[src/rtl/core/dafb_pkg.sv]
// Shared types and constants for the dual-axis flow biquad block.
// Used by every module under rtl/core; depends on nothing.
package dafb_pkg;

  localparam int COEF_W    = 16;
  localparam int SAMPLE_W  = 8;
  localparam int FINE_W    = 24;
  localparam int SUM_W     = 32;
  localparam int QUAL_W    = 8;
  localparam int RATE_W    = 9;
  // three 16x8 feedforward products, each within +/-2^22
  localparam int FF_W      = 26;
  localparam int CFG_IDX_W = 3;

  typedef logic signed [COEF_W-1:0]   coef_t;
  typedef logic signed [SAMPLE_W-1:0] sample_t;
  typedef logic signed [FINE_W-1:0]   fine_t;
  typedef logic signed [SUM_W-1:0]    sum_t;
  typedef logic        [QUAL_W-1:0]   qual_t;
  typedef logic signed [RATE_W-1:0]   rate_t;
  typedef logic signed [FF_W-1:0]     ff_t;

  typedef enum logic [CFG_IDX_W-1:0] {
    REG_B0,
    REG_B1,
    REG_B2,
    REG_A1,
    REG_A2
  } cfg_reg_t;

  localparam coef_t B0_RESET = 16'sh4000;
  localparam fine_t FINE_MAX = 24'sh7FFFFF;
  localparam fine_t FINE_MIN = 24'sh800000;

  typedef struct packed {
    coef_t b0;
    coef_t b1;
    coef_t b2;
    coef_t a1;
    coef_t a2;
  } coefs_t;

  typedef struct packed {
    ff_t   ff_x;
    ff_t   ff_y;
    sum_t  sum_x;
    sum_t  sum_y;
    qual_t quality;
  } ff_item_t;

  typedef struct packed {
    fine_t filt_x;
    fine_t filt_y;
    sum_t  sum_x;
    sum_t  sum_y;
    qual_t quality;
  } fb_item_t;

  typedef struct packed {
    fine_t   flow_x_fine;
    fine_t   flow_y_fine;
    sample_t flow_x;
    sample_t flow_y;
    rate_t   rate_x;
    rate_t   rate_y;
    sum_t    sum_x;
    sum_t    sum_y;
    qual_t   quality_out;
  } out_item_t;

endpackage

[src/rtl/core/dafb_ff.sv]
// Feedforward stage: input history, b0/b1/b2 products and raw running sums.
// Depends on dafb_pkg.
module dafb_ff (
  input  logic              clk,
  input  logic              rst,
  input  dafb_pkg::coefs_t  coefs,
  input  logic              in_valid,
  output logic              in_ready,
  input  dafb_pkg::sample_t dx,
  input  dafb_pkg::sample_t dy,
  input  dafb_pkg::qual_t   quality,
  output logic              out_valid,
  input  logic              out_ready,
  output dafb_pkg::ff_item_t out_item
);
  import dafb_pkg::*;

  localparam int FF_PROD_W = COEF_W + SAMPLE_W;

  logic    fire;
  sample_t xh1_x, xh2_x, xh1_y, xh2_y;
  sum_t    sum_x, sum_y;
  sum_t    sum_x_next, sum_y_next;
  ff_t     ff_x_next, ff_y_next;

  function automatic ff_t ff_sum(coef_t b0, coef_t b1, coef_t b2,
                                 sample_t x0, sample_t x1, sample_t x2);
    logic signed [FF_PROD_W-1:0] p0, p1, p2;
    p0 = FF_PROD_W'(b0) * FF_PROD_W'(x0);
    p1 = FF_PROD_W'(b1) * FF_PROD_W'(x1);
    p2 = FF_PROD_W'(b2) * FF_PROD_W'(x2);
    return FF_W'(p0) + FF_W'(p1) + FF_W'(p2);
  endfunction

  assign in_ready = !out_valid || out_ready;
  assign fire     = in_valid && in_ready;

  always_comb begin
    ff_x_next  = ff_sum(coefs.b0, coefs.b1, coefs.b2, dx, xh1_x, xh2_x);
    ff_y_next  = ff_sum(coefs.b0, coefs.b1, coefs.b2, dy, xh1_y, xh2_y);
    sum_x_next = sum_x + SUM_W'(dx);
    sum_y_next = sum_y + SUM_W'(dy);
  end

  always_ff @(posedge clk) begin
    if (rst) begin
      out_valid <= 1'b0;
      xh1_x     <= '0;
      xh2_x     <= '0;
      xh1_y     <= '0;
      xh2_y     <= '0;
      sum_x     <= '0;
      sum_y     <= '0;
    end else begin
      if (in_ready) begin
        out_valid <= in_valid;
      end
      if (fire) begin
        xh2_x <= xh1_x;
        xh1_x <= dx;
        xh2_y <= xh1_y;
        xh1_y <= dy;
        sum_x <= sum_x_next;
        sum_y <= sum_y_next;
      end
    end
  end

  always_ff @(posedge clk) begin
    if (fire) begin
      out_item.ff_x    <= ff_x_next;
      out_item.ff_y    <= ff_y_next;
      out_item.sum_x   <= sum_x_next;
      out_item.sum_y   <= sum_y_next;
      out_item.quality <= quality;
    end
  end

endmodule

[config.mk]
export PLATFORM = sky130hd
export DESIGN_NAME = dafb_ff
export DESIGN_NICKNAME = d
export VERILOG_FILES = /design/src/rtl/core/dafb_pkg.sv /design/src/rtl/core/dafb_ff.sv
export SDC_FILE = /design/constraint.sdc
export NUM_CORES = 2
export LEC_CHECK = 0
export BUFFER_PORTS_ARGS = -buffer_cell sky130_fd_sc_hd__buf_2
export CORE_MARGIN = 5
export CORE_UTILIZATION = 45
export CTS_CLUSTER_SIZE = 28
export DETAILED_ROUTE_END_ITERATION = 8
export PLACE_DENSITY_LB_ADDON = 0.15
export SETUP_SLACK_MARGIN = 0.3
export SLEW_MARGIN = 10
export SYNTH_ARGS = -nofsm -noshare
export SYNTH_HDL_FRONTEND = slang
export SYNTH_SLANG_ARGS = --single-unit
[constraint.sdc]
create_clock -name clk -period 9 [get_ports clk]
set_input_delay 0.9 -clock clk [delete_from_list [all_inputs] [get_ports clk]]
set_output_delay 0.9 -clock clk [all_outputs]
set_load 0.02 [all_outputs]
==> results.yml <==
setup_path:
  r2r_start: "xh1_x[1]$_SDFFE_PP0P_"
  regToRegEndpoint: "out_item[123]$_DFFE_PP_"
  r2r_cells: 20
  required_ns: 9.37
  critPathKind: "primary input to flop"
  crit_chain: "buf_2 > clkinv_1 > nor2_1 > fa_1 > inv_1 > fa_1 > fa_1 > fa_1 > inv_1 > fa_1 > fa_1 > inv_1 > fa_1 > inv_1 > ha_1 > a21o_1 > or3_1 > a41oi_1 > o21ai_0 > o41ai_2 > o2111ai_1 > a21oi_1 > xnor2_1"
  cpMostUsedCell: "fa_1"
  max_stage_delay_ns: 0.54
  cp_slowest_cell: "fa_1"
  ff2ff_setup_slack_ns: 1.48
  path_buf_inv: 6
  cp_top_family: "adder cells"
  path_max_fanout: 12
  crit_path_start_kind: "primary input"
  crit_start: "dx[7]"
  cp.arrival_ns: 7.97
  critical_path.endpoint_type: "flop"
global_routing:
  grt_antenna_before_repair: 9
  globalRouteTotalUtil: 0.216
  grt_max_degree: 113
  grt_remaining_overflow: 0
  grt_pass1_wl_um: 155000
  first_global_vias: 28400
yosys:
  synth_nets: 5175
  synth_area_per_cell_sq_um: 9.56
  ys.flop_type: "edfxtp_1"
  yosysUniqueCellTypes: 80
  netlist_area_sq_mm: 0.0383
  synth_edf_count: 124
  ys_seq_elements: 221
  synthArstFlopShare: 0
  syn_inst: 4005
  yosys_warnings: 0
  seq_area_frac_synth: 0.148
routing:
  highest_layer: "met5"
  drt_iter0_markers: 1111
  antenna_left: 0
  routed_wl_um: 94300
  num_vias: 26400
  wl_met3_um: 4280
  wl_met1_um: 39800
  vias_per_cell: 5.00
  route.met2.wl_um: 48000
  avgRoutedWirePerCell_um: 17.9
  firstDrtPassIters: 7
  drc: 0
sta:
  hold_viol: 0
  skew_ns: 0.0331
  grt_setup_unrepaired: "false"
  finalCritPeriodShare: 0.844
  slew_viol_final: 0
  worst_slew_pin_slew_ns: 0.960
  fmax_ghz: 0.132
  setup_tns_ns: 0
  max-slew-margin-rel: 0.360
  setup_viol: 0
  fin_hold_ws_ns: 0.432
  layout_min_cycle_time_ns: 7.59
cells_and_area:
  fin_area_sq_mm: 0.0413
  instances_no_fill: 5278
  final_cell_mix: "916 x inv_1, 822 x fa_1, 548 x nand2_1, 326 x and2_1, 240 x ha_1"
  areaGrowthSynthToFinish_pct: 7.99
  nFillCells: 8248
  final_nets: 5277
  drive_above_1_share: 0.0743
  layout_commonest_cell: "inv_1"
die:
  die_area_sq_mm: 0.0910
  die_w_um: 302
  die_h_um: 302
  coreArea_sq_mm: 0.0847
  rows: 107
  initial_core_util: 0.452
  pin_count: 234
power:
  ir_drop_uv: 336
  p_total_mw: 13.3
  leakage_nw: 20.0
  power_density_mw_per_mm2: 322
clock_tree:
  post_cts_resized: 0
  postCtsSetupBuffers: 0
  cts_num_sinks: 221
  holdBufCountCts: 0
  cts_buffers: 31
  clk_latency_ns: 0.65
  clk_pin_slew_ns: 0.06
  clock_tree.buffer_depth: 3
  root_buffer: "clkbuf_16"
  cts_tree: "built"
  h-tree-depth: 1
place:
  dp_cells: 5218
  io_buffer_count: 201
  postPlaceCellArea_sq_mm: 0.0403
  place_hpwl_um: 74900
  place_congestion: 0.833
hold_path:
  holdPathEnd: "out_item[5]$_DFFE_PP_"
  hold_path_depth: 1
  min_path_type: "primary input to flop"
  worstHoldStart: "quality[5]"
outcome:
  status: "completed"
job:
  maxCapViolations: 0
==> per-stage QoR <==
| step | worst slack [ns] | utilization |
|---|---|---|
| after floorplan | 1.79 | - |
| after global routing | 1.08 | 0.488 |
| after detailed placement | 0.792 | 0.475 |
| after global placement | 0.819 | 0.475 |
| after CTS | 1.47 | 0.488 |
| final | 1.41 | 0.488 |
==> cells by family after synthesis <==
kind of cell,synth area share
flops,0.148
xor+xnor,0.0270
buf+inv,0.106
compound gates,0.0602
mux,0.000556
simple gates,0.150
fa+ha+maj,0.508
==> worst register-to-register path, cell delays in order (launching register included) <==
cell and delay (ns):
dfxtp_1 0.90, and2_1 0.54, fa_1 0.52, fa_1 0.51, fa_1 0.58, fa_1 0.43, fa_1 0.47, fa_1 0.49
inv_1 0.05, fa_1 0.52, inv_1 0.06, ha_1 0.37, nand2_1 0.09, nand2_1 0.07, a211o_1 0.31, or3_1 0.36
o2111ai_1 0.30, a31oi_1 0.20, a21o_1 0.22, a21oi_1 0.18, xnor2_1 0.09
==> cell type report <==
type	instances	area, sq um	area share
Multi-Input combinational cell	2712	28600	0.691
Sequential cell	221	5670	0.137
Clock inverter	15	170	0.00412
Timing Repair Buffer	221	1170	0.0283
Tap cell	1144	1430	0.0346
Antenna cell	4	10.0	0.000242
Inverter	920	3460	0.0837
Clock buffer	41	853	0.0206
==> synth_stat cells, drive strengths merged (11+ instances only) <==
library cell,count,area share
nand2b,51,0.0083
nand2,550,0.054
clkbuf,144,0.014
nor2b,23,0.0038
o21a,11,0.0022
and2,326,0.053
edfxtp,124,0.097
a21o,47,0.0092
fa,822,0.43
and3,14,0.0024
nand4,14,0.0023
or3,13,0.0023
ha,240,0.078
xnor2,90,0.021
nor2,100,0.0098
o21ai,47,0.0063
inv,916,0.090
a21oi,150,0.020
nor3,15,0.0020
nand3,39,0.0052
dfxtp,97,0.051
a31oi,14,0.0023
xor2,28,0.0064
a211oi,12,0.0027
==> sequential cells by signal (all words and copies together) (netlist names) <==
name       cells
xh1_x          8
xh2_y          8
sum_y         32
out_item     124
xh1_y          8
sum_x         32
xh2_x          8
out_valid      1
==> metal layers <==
layer,GRT usage,vias to the layer above
li1,-,12200
met1,0.287,13600
met2,0.382,469
met3,0.0292,106
met4,0.0440,8
met5,0,-
==> worst max-delay path by stage <==
stage	endpoint	slack (ns)	cells after the start
6_report	out_item[122]$_DFFE_PP_	1.41	23
5_1_grt	out_item[122]$_DFFE_PP_	1.08	23
4_1_cts	out_item[122]$_DFFE_PP_	1.47	23
3_5_place_dp	out_item[122]$_DFFE_PP_	0.79	23
3_3_place_gp	out_item[122]$_DFFE_PP_	0.82	23
2_1_floorplan	out_item[97]$_DFFE_PP_	1.79	25
==> power breakdown <==
part           switching [mW]  internal (mW)  total, mW
clock                   0.530          0.749       1.28
sequential             0.0945           1.80       1.90
combinational            5.77           4.38       10.1
Note: power is estimated with default switching activity, not from simulation.
