<file path="config.mk">
export PLATFORM = sky130hd
export DESIGN_NAME = dafb_fb
export DESIGN_NICKNAME = d
export VERILOG_FILES = /design/src/rtl/core/dafb_pkg.sv /design/src/rtl/core/dafb_fb.sv
export SDC_FILE = /design/constraint.sdc
export NUM_CORES = 2
export LEC_CHECK = 0
export ABC_AREA = 1
export BUFFER_PORTS_ARGS = -buffer_cell sky130_fd_sc_hd__buf_2
export CAP_MARGIN = 20
export CELL_PAD_IN_SITES_DETAIL_PLACEMENT = 0
export CELL_PAD_IN_SITES_GLOBAL_PLACEMENT = 1
export CORE_ASPECT_RATIO = 2
export CORE_UTILIZATION = 45
export CTS_BUF_LIST = sky130_fd_sc_hd__clkbuf_16
export CTS_CLUSTER_SIZE = 10
export DETAILED_ROUTE_END_ITERATION = 8
export PLACE_DENSITY_LB_ADDON = 0.1
export SLEW_MARGIN = 10
export SYNTH_ARGS = -nofsm -noshare
export SYNTH_HDL_FRONTEND = slang
export SYNTH_SLANG_ARGS = --single-unit
</file>
<file path="constraint.sdc">
create_clock -name clk -period 14.1 [get_ports clk]
set_input_delay 4.23 -clock clk [delete_from_list [all_inputs] [get_ports clk]]
set_output_delay 4.23 -clock clk [all_outputs]
set_load 0.03 [all_outputs]
</file>
<file path="src/rtl/core/dafb_pkg.sv">
// Shared types and constants for the dual-axis flow biquad block.
// Used by every module under rtl/core; depends on nothing.
package dafb_pkg;

  localparam int COEF_W    = 16;
  localparam int SAMPLE_W  = 8;
  localparam int FINE_W    = 24;
  localparam int SUM_W     = 32;
  localparam int QUAL_W    = 8;
  localparam int RATE_W    = 9;
  // three 16x8 feedforward products, each within +/-2^22
  localparam int FF_W      = 26;
  localparam int CFG_IDX_W = 3;

  typedef logic signed [COEF_W-1:0]   coef_t;
  typedef logic signed [SAMPLE_W-1:0] sample_t;
  typedef logic signed [FINE_W-1:0]   fine_t;
  typedef logic signed [SUM_W-1:0]    sum_t;
  typedef logic        [QUAL_W-1:0]   qual_t;
  typedef logic signed [RATE_W-1:0]   rate_t;
  typedef logic signed [FF_W-1:0]     ff_t;

  typedef enum logic [CFG_IDX_W-1:0] {
    REG_B0,
    REG_B1,
    REG_B2,
    REG_A1,
    REG_A2
  } cfg_reg_t;

  localparam coef_t B0_RESET = 16'sh4000;
  localparam fine_t FINE_MAX = 24'sh7FFFFF;
  localparam fine_t FINE_MIN = 24'sh800000;

  typedef struct packed {
    coef_t b0;
    coef_t b1;
    coef_t b2;
    coef_t a1;
    coef_t a2;
  } coefs_t;

  typedef struct packed {
    ff_t   ff_x;
    ff_t   ff_y;
    sum_t  sum_x;
    sum_t  sum_y;
    qual_t quality;
  } ff_item_t;

  typedef struct packed {
    fine_t filt_x;
    fine_t filt_y;
    sum_t  sum_x;
    sum_t  sum_y;
    qual_t quality;
  } fb_item_t;

  typedef struct packed {
    fine_t   flow_x_fine;
    fine_t   flow_y_fine;
    sample_t flow_x;
    sample_t flow_y;
    rate_t   rate_x;
    rate_t   rate_y;
    sum_t    sum_x;
    sum_t    sum_y;
    qual_t   quality_out;
  } out_item_t;

endpackage

</file>
<file path="src/rtl/core/dafb_fb.sv">
// Feedback stage: a1/a2 terms, rounding, 24-bit saturation, output history.
// Depends on dafb_pkg.
module dafb_fb #(
  parameter int COEF_FRAC_BITS = 14,
  parameter int OUT_FRAC_BITS  = 8
) (
  input  logic               clk,
  input  logic               rst,
  input  dafb_pkg::coefs_t   coefs,
  input  logic               in_valid,
  output logic               in_ready,
  input  dafb_pkg::ff_item_t in_item,
  output logic               out_valid,
  input  logic               out_ready,
  output dafb_pkg::fb_item_t out_item
);
  import dafb_pkg::*;

  localparam int FF_SH_W = FF_W + OUT_FRAC_BITS;
  localparam int PROD_W  = COEF_W + FINE_W;
  localparam int ACC_W   = ((FF_SH_W > PROD_W) ? FF_SH_W : PROD_W) + 3;
  localparam logic signed [ACC_W-1:0] ROUND = ACC_W'(2 ** (COEF_FRAC_BITS - 1));

  logic  fire;
  fine_t yh1_x, yh2_x, yh1_y, yh2_y;
  fine_t y_x_next, y_y_next;

  function automatic fine_t iir_fb(ff_t ff, coef_t a1, coef_t a2, fine_t y1, fine_t y2);
    logic signed [PROD_W-1:0] p1, p2;
    logic signed [ACC_W-1:0]  acc, shr;
    fine_t                    res;
    p1  = PROD_W'(a1) * PROD_W'(y1);
    p2  = PROD_W'(a2) * PROD_W'(y2);
    acc = (ACC_W'(ff) <<< OUT_FRAC_BITS) - ACC_W'(p1) - ACC_W'(p2) + ROUND;
    shr = acc >>> COEF_FRAC_BITS;
    // upper bits must all match the sign to fit in 24 bits
    if (!shr[ACC_W-1] && (|shr[ACC_W-2:FINE_W-1])) begin
      res = FINE_MAX;
    end else if (shr[ACC_W-1] && !(&shr[ACC_W-2:FINE_W-1])) begin
      res = FINE_MIN;
    end else begin
      res = shr[FINE_W-1:0];
    end
    return res;
  endfunction

  assign in_ready = !out_valid || out_ready;
  assign fire     = in_valid && in_ready;

  always_comb begin
    y_x_next = iir_fb(in_item.ff_x, coefs.a1, coefs.a2, yh1_x, yh2_x);
    y_y_next = iir_fb(in_item.ff_y, coefs.a1, coefs.a2, yh1_y, yh2_y);
  end

  always_ff @(posedge clk) begin
    if (rst) begin
      out_valid <= 1'b0;
      yh1_x     <= '0;
      yh2_x     <= '0;
      yh1_y     <= '0;
      yh2_y     <= '0;
    end else begin
      if (in_ready) begin
        out_valid <= in_valid;
      end
      if (fire) begin
        yh2_x <= yh1_x;
        yh1_x <= y_x_next;
        yh2_y <= yh1_y;
        yh1_y <= y_y_next;
      end
    end
  end

  always_ff @(posedge clk) begin
    if (fire) begin
      out_item.filt_x  <= y_x_next;
      out_item.filt_y  <= y_y_next;
      out_item.sum_x   <= in_item.sum_x;
      out_item.sum_y   <= in_item.sum_y;
      out_item.quality <= in_item.quality;
    end
  end

`ifndef NO_ASSERTIONS
  a_hist_shift: assert property (@(posedge clk) disable iff (rst)
    fire |=> (yh2_x == $past(yh1_x)) && (yh2_y == $past(yh1_y)))
    else $error("output history did not shift on accepted item");

  a_hist_matches_out: assert property (@(posedge clk) disable iff (rst)
    fire |=> (yh1_x == out_item.filt_x) && (yh1_y == out_item.filt_y))
    else $error("stored history differs from forwarded filter value");

  a_hist_hold: assert property (@(posedge clk) disable iff (rst)
    !fire |=> $stable(yh1_x) && $stable(yh1_y) && $stable(yh2_x) && $stable(yh2_y))
    else $error("output history changed without an accepted item");
`endif

endmodule

</file>
==> summary.txt <==
Place
  • Post-placement cell count: 10.4k
  • IO buf count: about 280
  • GP Congestion: between 0.9 and 1
  • Post-DP HPWL: around 190000 microns
  • Post-Place Setup Slack: roughly 1.1 ns

Clock network
  • Longest Clk Path Bufs: 3
  • Clock-pin slew on the worst setup and hold paths: 0.06 ns
  • TritonCTS clock tree: yes
  • Later-pin clock latency in the skew report: about 0.65 ns
  • CTS Sinks: between 200 and 250
  • Clk Tree Root Cell: clkbuf_16
  • Postcts setup bufs: 0
  • Num CTS Buffers: 29
  • PostCTS Resize Cnt: 0
  • CTS H-tree depth: 1
  • Hold buffers post-CTS: 0

Yosys
  • Post-synth net total: ~11k
  • Syn Area/Cell: 8.28 sq um
  • Synth Instances: roughly 8.4k
  • Synth Flop Type: edfxtp_1
  • Synth Cell Area: around 69000 sq um
  • #FFs+latches synth: 217
  • Ys async rst share: 0%
  • Top cells by area, synth: fa_1 51%, inv_1 15%, nand2_1 11%
  • Seq/Total Area, Yosys: 8.00%
  • Synth top area share: around half
  • Syn. warnings: 0
  • Cell taking the most area after synthesis: fa_1
  • Number of flops mapped to enable cells by yosys: 120
  • Netlist cell types: 45

Timing
  • Slew Limit Fails: 0
  • Normalized max-slew margin: around 16%
  • Min cycle time layout: ~12 ns
  • RSZ-0062 raised after global routing: no
  • Hold Vio Cnt, Final: 0
  • Hold Slack: slightly below 0.5 ns
  • Final setup fails: 0
  • Final worst setup slack: approximately 1.7 ns
  • Fmax: slightly above 0.08 GHz
  • Post-route setup TNS: 0 ns
  • Final Cycle Share: just under 90%
  • Clock Skews: roughly 0.055 ns
  • Slew of the pin with the lowest slew margin: ~1.3 ns

GRT
  • Number of global-route vias before repair: slightly below 60k
  • First-pass GRT wire length: around 330000 microns
  • Largest net degree at the start of global routing: 117
  • Gr usage total: about 29%
  • Grt total ovfl: 0
  • Initial antenna violation count: 10

Critical path
  • Critical Path AT: 12.97 ns
  • Critical path endpoint category: flop
  • CP peak stage delay: 0.78 ns
  • CP max-delay cell: buf_2
  • Critical path class: input pin to flop
  • Crit path max fanout: 28
  • WP buf/inv: 9
  • Crit path required time: 14.68 ns
  • Top delay family on crit path: adder cells
  • RR Startpoint: yh1_x[23]
  • Startpoint types: input pin
  • Crit path from: coefs[11]

Route
  • Routed Antenna Nets: 0
  • Drt total wl: between 200000 and 250000 microns
  • WL/cell: 20.6 microns
  • Drt drc: 0
  • TritonRoute pass-1 iters: 7
  • Post-DR vias/cell: a little under 5
  • Via Count: between 50k and 60k
  • Initial DRC count: around 2.2k

Floorplan
  • Die height: 557 microns
  • Core Box Area: around 150000 sq um
  • Starting Density: a little under half
  • DIE WIDTH: approximately 280 microns
  • Die area: between 150000 and 200000 sq um
  • I/O pin count: between 300 and 400
  • Core Rows: between 200 and 250

Worst hold path
  • Worst hold start: yh2_y[7]
  • Hold Crit Class: flop to flop

Run status
  • Status: complete, no violations

Cells and area
  • Final non-filler cell total: around 10k
  • Commonest non-fill, non-tap cell in the layout: inv_1
  • Layout cell share with drive strength beyond 1: 6.37%
  • Syn-to-layout area delta: 6.24%
  • Layout Nets: between 10k and 15k
  • Commonest non-fill, non-tap cells in the layout: 2855 x inv_1, 1981 x nand2_1, 1752 x fa_1

Job
  • Number of max-cap violations: 0
sequential cells by signal (all words and copies together), names as in the netlist:
signal,flops
out_item,120
out_valid,1
yh1_x,24
yh1_y,24
yh2_x,24
yh2_y,24
worst reg2reg max path: cells and delay by family (launching register included):
family / cells / cell delay [ns]
buffers and inverters: 10 / 1.45
adders and majority gates: 9 / 4.49
DFF: 1 / 0.89
and+or+nand+nor: 13 / 2.20
cells by family after synthesis:
kind of cell | after synthesis | share of synthesized area [%]
compound gates | 238 | 1.87
fa+ha+maj | 2134 | 57.5
flops | 217 | 8.00
buf+inv | 3245 | 17.7
xor+xnor | 61 | 0.782
simple gates | 2474 | 14.1
area by class of cell:
| type | count | area [sq um] |
|---|---|---|
| diodes | 2 | 5.00 |
| fillers | 15501 | 79300 |
| flip-flops and latches | 217 | 5550 |
| clock inverters | 25 | 145 |
| well taps | 2050 | 2560 |
| repair buffers | 403 | 2460 |
| multi-input cells | 4907 | 51500 |
| inverters | 2850 | 10700 |
| clock buffers | 29 | 726 |
cell usage after synthesis (4+ instances only):
cell type and number:
nand2_2 14, buf_1 56, nor2_2 10, inv_1 2840, nor2_1 285, a31oi_1 8, nor3_1 9, buf_4 6
ha_1 382, a21oi_1 122, nand3_1 90, nand3_2 16, clkbuf_1 319, dfxtp_1 97, nand2_1 1982, buf_6 8
a21o_1 5, inv_2 10, fa_1 1752, nor4_1 5, edfxtp_1 120, o21ai_0 77, or2_2 36, nand3b_1 5
buf_2 4, xor2_1 30, o21bai_1 18, nand4_1 9, xnor2_1 30
layer usage:
metal / global-route usage, % / vias to the layer above / share of wire, %
met5: 0 / - / 0.011
met4: 16.4 / 4 / 6.8
met3: 1.61 / 650 / 3.2
met2: 58.9 / 1399 / 58
met1: 28.5 / 26096 / 32
li1: - / 22927 / -
worst paths after layout:
kind,to,slack [ns],cells past startpoint
worst max-delay path,yh1_x[13],1.71,31
worst min-delay path,yh2_y[7],0.49,2
worst max register to register,yh1_x[13],5.00,32
worst min register to register,yh2_y[7],0.49,2
metrics by stage:
step | util [%] | cell area, sq um
floorplan | - | 69300
global placement | 47.6 | 72700
detailed placement | 47.6 | 72700
CTS | 48.1 | 73600
global route | 48.1 | 73600
finish | 48.2 | 73600
Power is left out: the tool's default activity adds up to more than one toggle a clock period on the data nets, which glitch-free logic cannot reach.
