### src/rtl/core/dafb_pkg.sv
// Shared types and constants for the dual-axis flow biquad block.
// Used by every module under rtl/core; depends on nothing.
package dafb_pkg;

  localparam int COEF_W    = 16;
  localparam int SAMPLE_W  = 8;
  localparam int FINE_W    = 24;
  localparam int SUM_W     = 32;
  localparam int QUAL_W    = 8;
  localparam int RATE_W    = 9;
  // three 16x8 feedforward products, each within +/-2^22
  localparam int FF_W      = 26;
  localparam int CFG_IDX_W = 3;

  typedef logic signed [COEF_W-1:0]   coef_t;
  typedef logic signed [SAMPLE_W-1:0] sample_t;
  typedef logic signed [FINE_W-1:0]   fine_t;
  typedef logic signed [SUM_W-1:0]    sum_t;
  typedef logic        [QUAL_W-1:0]   qual_t;
  typedef logic signed [RATE_W-1:0]   rate_t;
  typedef logic signed [FF_W-1:0]     ff_t;

  typedef enum logic [CFG_IDX_W-1:0] {
    REG_B0,
    REG_B1,
    REG_B2,
    REG_A1,
    REG_A2
  } cfg_reg_t;

  localparam coef_t B0_RESET = 16'sh4000;
  localparam fine_t FINE_MAX = 24'sh7FFFFF;
  localparam fine_t FINE_MIN = 24'sh800000;

  typedef struct packed {
    coef_t b0;
    coef_t b1;
    coef_t b2;
    coef_t a1;
    coef_t a2;
  } coefs_t;

  typedef struct packed {
    ff_t   ff_x;
    ff_t   ff_y;
    sum_t  sum_x;
    sum_t  sum_y;
    qual_t quality;
  } ff_item_t;

  typedef struct packed {
    fine_t filt_x;
    fine_t filt_y;
    sum_t  sum_x;
    sum_t  sum_y;
    qual_t quality;
  } fb_item_t;

  typedef struct packed {
    fine_t   flow_x_fine;
    fine_t   flow_y_fine;
    sample_t flow_x;
    sample_t flow_y;
    rate_t   rate_x;
    rate_t   rate_y;
    sum_t    sum_x;
    sum_t    sum_y;
    qual_t   quality_out;
  } out_item_t;

endpackage

### src/rtl/core/dafb_out.sv
// Output stage: axis swap with saturating negation, int8 conversion, rates,
// and the result register. Depends on dafb_pkg.
module dafb_out #(
  parameter int OUT_FRAC_BITS = 8
) (
  input  logic                clk,
  input  logic                rst,
  input  logic                in_valid,
  output logic                in_ready,
  input  dafb_pkg::fb_item_t  in_item,
  output logic                out_valid,
  input  logic                out_ready,
  output dafb_pkg::out_item_t out_item
);
  import dafb_pkg::*;

  logic    fire;
  sample_t last_x, last_y;
  fine_t   fine_x_next, fine_y_next;
  sample_t int_x_next, int_y_next;

  function automatic fine_t neg_sat(fine_t v);
    return (v == FINE_MIN) ? FINE_MAX : -v;
  endfunction

  // divide by 2^OUT_FRAC_BITS toward zero, then clamp to int8
  function automatic sample_t to_int8(fine_t v);
    logic [FINE_W-1:0] mag, q;
    sample_t           res;
    mag = v[FINE_W-1] ? FINE_W'(-v) : v;
    q   = mag >> OUT_FRAC_BITS;
    if (v[FINE_W-1]) begin
      res = (q >= FINE_W'(128)) ? sample_t'(-128) : -sample_t'(q[SAMPLE_W-1:0]);
    end else begin
      res = (q > FINE_W'(127)) ? sample_t'(127) : sample_t'(q[SAMPLE_W-1:0]);
    end
    return res;
  endfunction

  assign in_ready = !out_valid || out_ready;
  assign fire     = in_valid && in_ready;

  always_comb begin
    fine_x_next = neg_sat(in_item.filt_y);
    fine_y_next = neg_sat(in_item.filt_x);
    int_x_next  = to_int8(fine_x_next);
    int_y_next  = to_int8(fine_y_next);
  end

  always_ff @(posedge clk) begin
    if (rst) begin
      out_valid <= 1'b0;
      last_x    <= '0;
      last_y    <= '0;
    end else begin
      if (in_ready) begin
        out_valid <= in_valid;
      end
      if (fire) begin
        last_x <= int_x_next;
        last_y <= int_y_next;
      end
    end
  end

  always_ff @(posedge clk) begin
    if (fire) begin
      out_item.flow_x_fine <= fine_x_next;
      out_item.flow_y_fine <= fine_y_next;
      out_item.flow_x      <= int_x_next;
      out_item.flow_y      <= int_y_next;
      out_item.rate_x      <= RATE_W'(int_x_next) - RATE_W'(last_x);
      out_item.rate_y      <= RATE_W'(int_y_next) - RATE_W'(last_y);
      out_item.sum_x       <= in_item.sum_x;
      out_item.sum_y       <= in_item.sum_y;
      out_item.quality_out <= in_item.quality;
    end
  end

endmodule

### config.mk
export PLATFORM = sky130hd
export DESIGN_NAME = dafb_out
export DESIGN_NICKNAME = d
export VERILOG_FILES = /design/src/rtl/core/dafb_pkg.sv /design/src/rtl/core/dafb_out.sv
export SDC_FILE = /design/constraint.sdc
export NUM_CORES = 1
export LEC_CHECK = 0
export BUFFER_PORTS_ARGS = -buffer_cell sky130_fd_sc_hd__buf_2
export CAP_MARGIN = 25
export CELL_PAD_IN_SITES_DETAIL_PLACEMENT = 1
export CELL_PAD_IN_SITES_GLOBAL_PLACEMENT = 1
export CORE_MARGIN = 2
export CORE_UTILIZATION = 40
export CTS_CLUSTER_SIZE = 30
export DETAILED_ROUTE_END_ITERATION = 10
export GPL_TIMING_DRIVEN = 0
export HOLD_SLACK_MARGIN = 0.03
export PLACE_DENSITY = 0.8
export SETUP_SLACK_MARGIN = 0.05
export SYNTH_ARGS = -nofsm -noshare
export SYNTH_HDL_FRONTEND = slang
export SYNTH_SLANG_ARGS = --single-unit
### constraint.sdc
create_clock -name clk -period 9.07 [get_ports clk]
set_input_delay 0.907 -clock clk [delete_from_list [all_inputs] [get_ports clk]]
set_output_delay 0.907 -clock clk [all_outputs]
set_load 0.02 [all_outputs]
==> results of run 1 <==
## worst max-delay path: cells and delay by family
kind / cells / cell delay [ns]
xor+xnor: 1 / 0.08
buf+inv: 4 / 1.10
simple gates: 9 / 2.85
compound gates: 9 / 2.03
fa+ha+maj: 1 / 0.32
## kinds of logic after synthesis
family | Yosys count | synth area share, %
simple gates | 297 | 18.33
compound gates | 172 | 12.94
flops | 171 | 54.49
buf+inv | 86 | 4.023
xor+xnor | 52 | 4.999
fa+ha+maj | 24 | 3.461
mux | 16 | 1.758
## worst paths after layout
kind / cells past startpoint / slack, ns / end / start
setup / recovery: 24 / 1.97 / out_item[88] / in_item[88]
hold / removal: 2 / 0.45 / last_x[3] / last_x[3]
setup reg to reg: 6 / 6.46 / out_item[34] / out_valid
hold reg to reg: 2 / 0.45 / last_x[3] / last_x[3]
## registers in the layout (all words and copies together) (netlist names)
| name | count |
|---|---|
| last_x | 8 |
| last_y | 8 |
| out_item | 154 |
| out_valid | 1 |
## cells in the final DEF (no fill, tap or decap), types with 7 or more instances in the layout
cell	count
buf_2	270
edfxtp_1	154
nand2_1	63
nor2_1	56
inv_1	41
a21oi_1	39
clkbuf_1	33
xnor2_1	31
nor3_1	30
o21ai_0	29
ha_1	22
nor4_1	21
xor2_1	21
or4_1	20
nand3_1	18
clkbuf_16	17
dfxtp_1	17
mux2i_1	16
or3_1	11
nand2b_1	9
and3_1	9
o21ai_1	9
a21o_1	9
nand4_1	8
or2_2	8
a31oi_1	8
o211ai_1	7
a22o_1	7
## Yosys cell counts, types with 5 or more instances
| master | instances |
|---|---|
| a211oi_1 | 6 |
| nand2_1 | 63 |
| edfxtp_1 | 154 |
| o21ai_1 | 9 |
| xnor2_1 | 31 |
| nand2b_1 | 9 |
| nor4_1 | 21 |
| and4_1 | 5 |
| nand4_1 | 8 |
| or4_1 | 20 |
| nor3_1 | 30 |
| nor2_1 | 56 |
| buf_6 | 5 |
| a22o_1 | 7 |
| nor2b_1 | 6 |
| a21oi_1 | 39 |
| or3_1 | 11 |
| o31ai_1 | 6 |
| a21o_1 | 9 |
| ha_1 | 22 |
| clkbuf_1 | 33 |
| mux2i_1 | 16 |
| o31a_1 | 5 |
| a31oi_1 | 8 |
| nand3_1 | 18 |
| o21ai_0 | 29 |
| dfxtp_1 | 17 |
| o211ai_1 | 7 |
| inv_1 | 41 |
| and3_1 | 9 |
| xor2_1 | 21 |
| or2_2 | 8 |
## cell type report
| cell class | count | area (um2) | share of cell area [%] |
|---|---|---|---|
| repair buffers | 268 | 1386 | 12.12 |
| flip-flops and latches | 171 | 4965 | 43.39 |
| clock inverters | 14 | 153.9 | 1.345 |
| clock buffers | 18 | 429.2 | 3.751 |
| inverters | 42 | 157.7 | 1.378 |
| well taps | 285 | 356.6 | 3.117 |
| plain buffers | 44 | 212.7 | 1.859 |
| multi-input cells | 561 | 3780 | 33.04 |
## through the flow
| step | instance area, um2 | utilization (%) | worst slack, ns | cells | hold WS (ns) |
|---|---|---|---|---|---|
| after floorplan | 9111 | - | 2.248 | 818 | 0.4250 |
| after global placement | 10790 | 47.97 | 0.2793 | 1368 | 0.4453 |
| after detailed placement | 10860 | 48.25 | 1.710 | 1371 | 0.4464 |
| after CTS | 11440 | 50.84 | 2.062 | 1403 | 0.4613 |
| after global routing | 11440 | 50.84 | 1.568 | 1403 | 0.4926 |
| final | 11440 | 50.84 | 1.966 | 1403 | 0.4548 |
## power by group
| part | internal [uW] | total [uW] | switching (uW) |
|---|---|---|---|
| sequential | 925 | 940 | 14.6 |
| clock | 368 | 722 | 354 |
| combinational | 117 | 339 | 222 |
| total | 1410 | 2000 | 590 |
## per-layer routing
| metal | track usage (%) | vias up | wire [um] |
|---|---|---|---|
| met5 | 0 | - | 0 |
| met3 | 3.816 | 37 | 1358 |
| met1 | 26.87 | 3831 | 11420 |
| met4 | 6.570 | 0 | 551 |
| li1 | - | 3672 | - |
| met2 | 37.67 | 229 | 13220 |
==> flow_summary.toml, run 1 <==
[status]
status = "finished, final reports clean"

[clock_tree]
hold_buffers = 0
post_cts_buffers = 0
cts_buffers = 17
cts-resized-gates = 0
cts_tree = "built"
cts.path.max_buffers = 2
clk_latency_ns = 0.43
clk_pin_slew_ns = 0.08
cts.sinks = 171
cts-root-buf = "clkbuf_16"
htreeDepth = 4

[synth]
synth_warnings = 0
syn_area_per_cell_um2 = 11.14
synth-seq-cells = 171
synthFlopType = "edfxtp_1"
ys_types = 81
async_flop_share_pct = 0
synth_top_area_share_pct = 50.76
synth.largest_area_cell = "edfxtp_1"
synth_cells = 818
yosys-top-cells-area = "edfxtp_1 (51%), dfxtp_1 (3.7%), ha_1 (3.0%)"
synth_edf_count = 154
syn-cell-area_um2 = 9111
syn_nets = 966
ys_seq_area_share_pct = 54.49

[cells_and_area]
syn_to_final_growth_pct = 25.57
fillers = 2491
layout-drive-gt1-share_pct = 30.23
fin_nets = 1253
antenna_cells = 0

[grt]
grt_pass1_vias = 7783
grt_pass1_wl_um = 41100
grt_overflow_total = 0
grt_max_degree = 65
antenna_found_initial = 0
gr-usage-all-layers_pct = 21.40

[detailed_routing]
avgRoutedWirePerCell_um = 18.92
routed_wl_um = 26540
drc_errors = 0
via_per_inst = 5.537
drtAntennaViolNets = 0
vias = 7769
drt_iter0_drc = 395
dr.pass1.iters = 5

[timing]
min_period_ns = 7.104
worst_slew_pin_slew_ns = 1.084
rsz0062_at_grt = "no"
slew_headroom_pct = 27.09
maxSlewViolCount = 0
finalClockSkew_ns = 0.01284
setup_tns_ns = 0
fin_crit_sh_pct = 78.33
setup_viol = 0
final-hold-violation-count = 0
fmax_mhz = 140.8

[critical_path]
critical_path.cell_chain = "clkbuf_1 > or4_1 > nor4_1 > a31oi_1 > nor2_1 > inv_1 > clkbuf_1 > nand2_1 > a21oi_1 > o31ai_1 > nor2_1 > clkbuf_1 > a21oi_1 > a21oi_1 > ha_1 > nor2b_1 > o21ai_0 > nand2b_1 > a21oi_1 > nor2b_1 > o21ai_0 > nand2b_1 > a21oi_1 > xnor2_1"
arrival_ns = 7.29
slowest_delay_ns = 0.85
crit_slowest_cell = "nor4_1"
worstSetupPathType = "input port to register"
cp_max_fo = 10
cp-start-kind = "input port"
setup.worst_path.end_class = "register"
cp_common_cell = "a21oi_1"
critPathRequiredTime_ns = 9.26

[die]
placementRows = 55
dieArea_um2 = 24000
pin_count = 280
die_x_um = 154.9
initial_core_util_pct = 40.49
coreArea_um2 = 22500
die_height_um = 154.9

[placement]
io_buffers = 265
detailedPlacementHpwl_um = 20130
routabilityCongestion = 0.8792

[power_and_ir_drop]
p_total_uw = 2001
p_per_area_nw_per_um2 = 174.9
ir_drop_uv = 127.1
p_leak_uw = 0.004551

[job]
maxCapViolCount = 0

[min_path]
hp-class = "register to register"
No activity file was read; power rests on OpenSTA's default activity.
==> run 2, diff against run 1 <==
Settings changed: CORE_UTILIZATION 40 to 36, PLACE_DENSITY 0.8 to 0.76.
Clock period 9.07 ns to 5.9 ns, I/O delays scaled along.
==> run 2 against run 1 <==
Net effect: die area grew 11%; worst hold slack got worse by 0.13 ns; count of clock-buffer cells in the layout did not move.
==> flow_summary.toml, run 2 (synthesized netlist as in run 1, its figures left out) <==
[cells_and_area]
antenna_cells = 0
syn_to_final_growth_pct = 30.07
fin_cells = 1459
final_cell_mix = "buf_2 (269), edfxtp_1 (154), nand2_1 (63)"
layout-drive-gt1-share_pct = 34.37
seqCellArea_um2 = 4965
final_common_cell = "buf_2"
largest-register = "out_item"
utilization_pct = 47.34
multiInputGateArea_um2 = 4030
fillers = 2843
largest_reg_flops = 154
fin_nets = 1264
top_regs = "out_item (154), last_x (8), last_y (8)"

[critical_path]
cp-start-kind = "input port"
endpoint = "out_item[79]"
setup.worst_path.end_class = "register"
r2r-start = "out_valid"
regToRegSetupSlack_ns = 3.56
critPathRequiredTime_ns = 6.08
worstSetupPathType = "input port to register"
rr_worst_depth = 5
arrival_ns = 5.82
startpoint = "in_item[96]"
worst_r2r_endpoint = "out_item[90]"
cp_max_fo = 9

[die]
pin_count = 280
die_x_um = 163.1
initial_core_util_pct = 36.39
placementRows = 58
dieArea_um2 = 26600
coreArea_um2 = 25040
die_height_um = 163.1

[detailed_routing]
routed_wl_um = 27430
drc_errors = 0
vias = 7719
via_per_inst = 5.291
avgRoutedWirePerCell_um = 18.80
drtAntennaViolNets = 0
dr.pass1.iters = 4
drt_iter0_drc = 423

[grt]
busiest_layer = "met2"
gr-usage-all-layers_pct = 20.07
grt_pass1_vias = 7707
grtUsageMet2_pct = 34.36
use_met1_pct = 26.17
grt_max_degree = 98
grt_pass1_wl_um = 42100
grt_overflow_total = 0
antenna_found_initial = 0
met3_usage_pct = 3.250

[timing]
slew_headroom_pct = 39.17
layout_setup_ws_ns = 0.2673
worst_slew_pin_slew_ns = 0.9041
final-hold-violation-count = 0
rsz0062_at_grt = "yes"
fmax_mhz = 177.5
maxSlewViolCount = 0
setup_viol = 0
setup_tns_ns = 0
min_period_ns = 5.633
finalClockSkew_ns = 0.01260
fin_crit_sh_pct = 95.47

[clock_tree]
htreeDepth = 4
cts.path.max_buffers = 2
cts_tree = "built"
clk_pin_slew_ns = 0.08
cts.sinks = 171
cts-root-buf = "clkbuf_16"
cts_buffers = 17
clk_latency_ns = 0.43

[placement]
place_inst = 1415
io_buffers = 265
place_ws_ns = -1.041
detailedPlacementHpwl_um = 20050
routabilityCongestion = 0.8558

[power_and_ir_drop]
p_per_area_nw_per_um2 = 265.3
ir_drop_uv = 164.6
p_total_uw = 3145
p_leak_uw = 0.004685

[status]
status = "finished, final reports clean"

[job]
maxCapViolCount = 0

[min_path]
hp-class = "input port to register"
hold_path_depth = 1
run 2: area by class of cell:
class / instances / area share (%)
Sequential cell: 171 / 41.89
Multi-Input combinational cell: 561 / 34.01
Timing Repair Buffer: 279 / 12.23
Clock buffer: 18 / 3.621
Tap cell: 330 / 3.484
Buffer: 44 / 1.953
Clock inverter: 14 / 1.489
Inverter: 42 / 1.330
run 2: worst min path at each step:
| stage | startpoint | end | slack, ns |
|---|---|---|---|
| after floorplan | last_x[3] | last_x[3] | 0.43 |
| after global placement | last_x[3] | last_x[3] | 0.45 |
| after detailed placement | last_x[3] | last_x[3] | 0.45 |
| after CTS | in_item[30] | out_item[30] | 0.31 |
| after global routing | in_item[6] | out_item[6] | 0.30 |
| final | in_item[15] | out_item[15] | 0.32 |
run 2: critical path, stage by stage:
cell	delay, ns
buf_2	0.14
inv_2	0.09
ha_4	0.17
or4b_1	0.44
buf_4	0.20
nor2_2	0.14
o22ai_2	0.13
or3_1	0.42
buf_6	0.15
or4_4	0.53
buf_6	0.15
nor4_4	0.31
a221oi_2	0.14
nor4_4	0.26
buf_4	0.18
a21oi_1	0.08
a21oi_2	0.31
ha_1	0.31
a21oi_1	0.20
o21ai_2	0.08
a21oi_1	0.17
o21bai_1	0.12
a21o_1	0.20
a21oi_1	0.19
xnor2_1	0.10
run 2: power breakdown:
part | internal, uW | switching, uW | leakage (uW)
Sequential | 1420 | 22.9 | 0.00163
Clock | 610 | 552 | 0.000295
Combinational | 187 | 350 | 0.00276
run 2: per-stage QoR:
| stage | area (um2) | hold slack, ns |
|---|---|---|
| after detailed placement | 10890 | 0.4546 |
| final | 11850 | 0.3219 |
| after CTS | 11650 | 0.3062 |
| after global placement | 10850 | 0.4462 |
| after global routing | 11850 | 0.3033 |
| after floorplan | 9112 | 0.4250 |
run 2: per-layer routing:
metal	routed length, um	vias to the layer above
met2	13640	250
met5	0	-
met1	11810	3751
li1	-	3691
met4	447	0
met3	1533	27
run 2: repair_timing:
action | in CTS | in global routing
gates cloned | 0 | 0
resized for setup | 24 | 41
setup buffers | 5 | 7
setup endpoints to repair | 9 | 9
pin swaps | 2 | 7
hold buffers | 0 | 0
hold endpoints to repair | 0 | 0
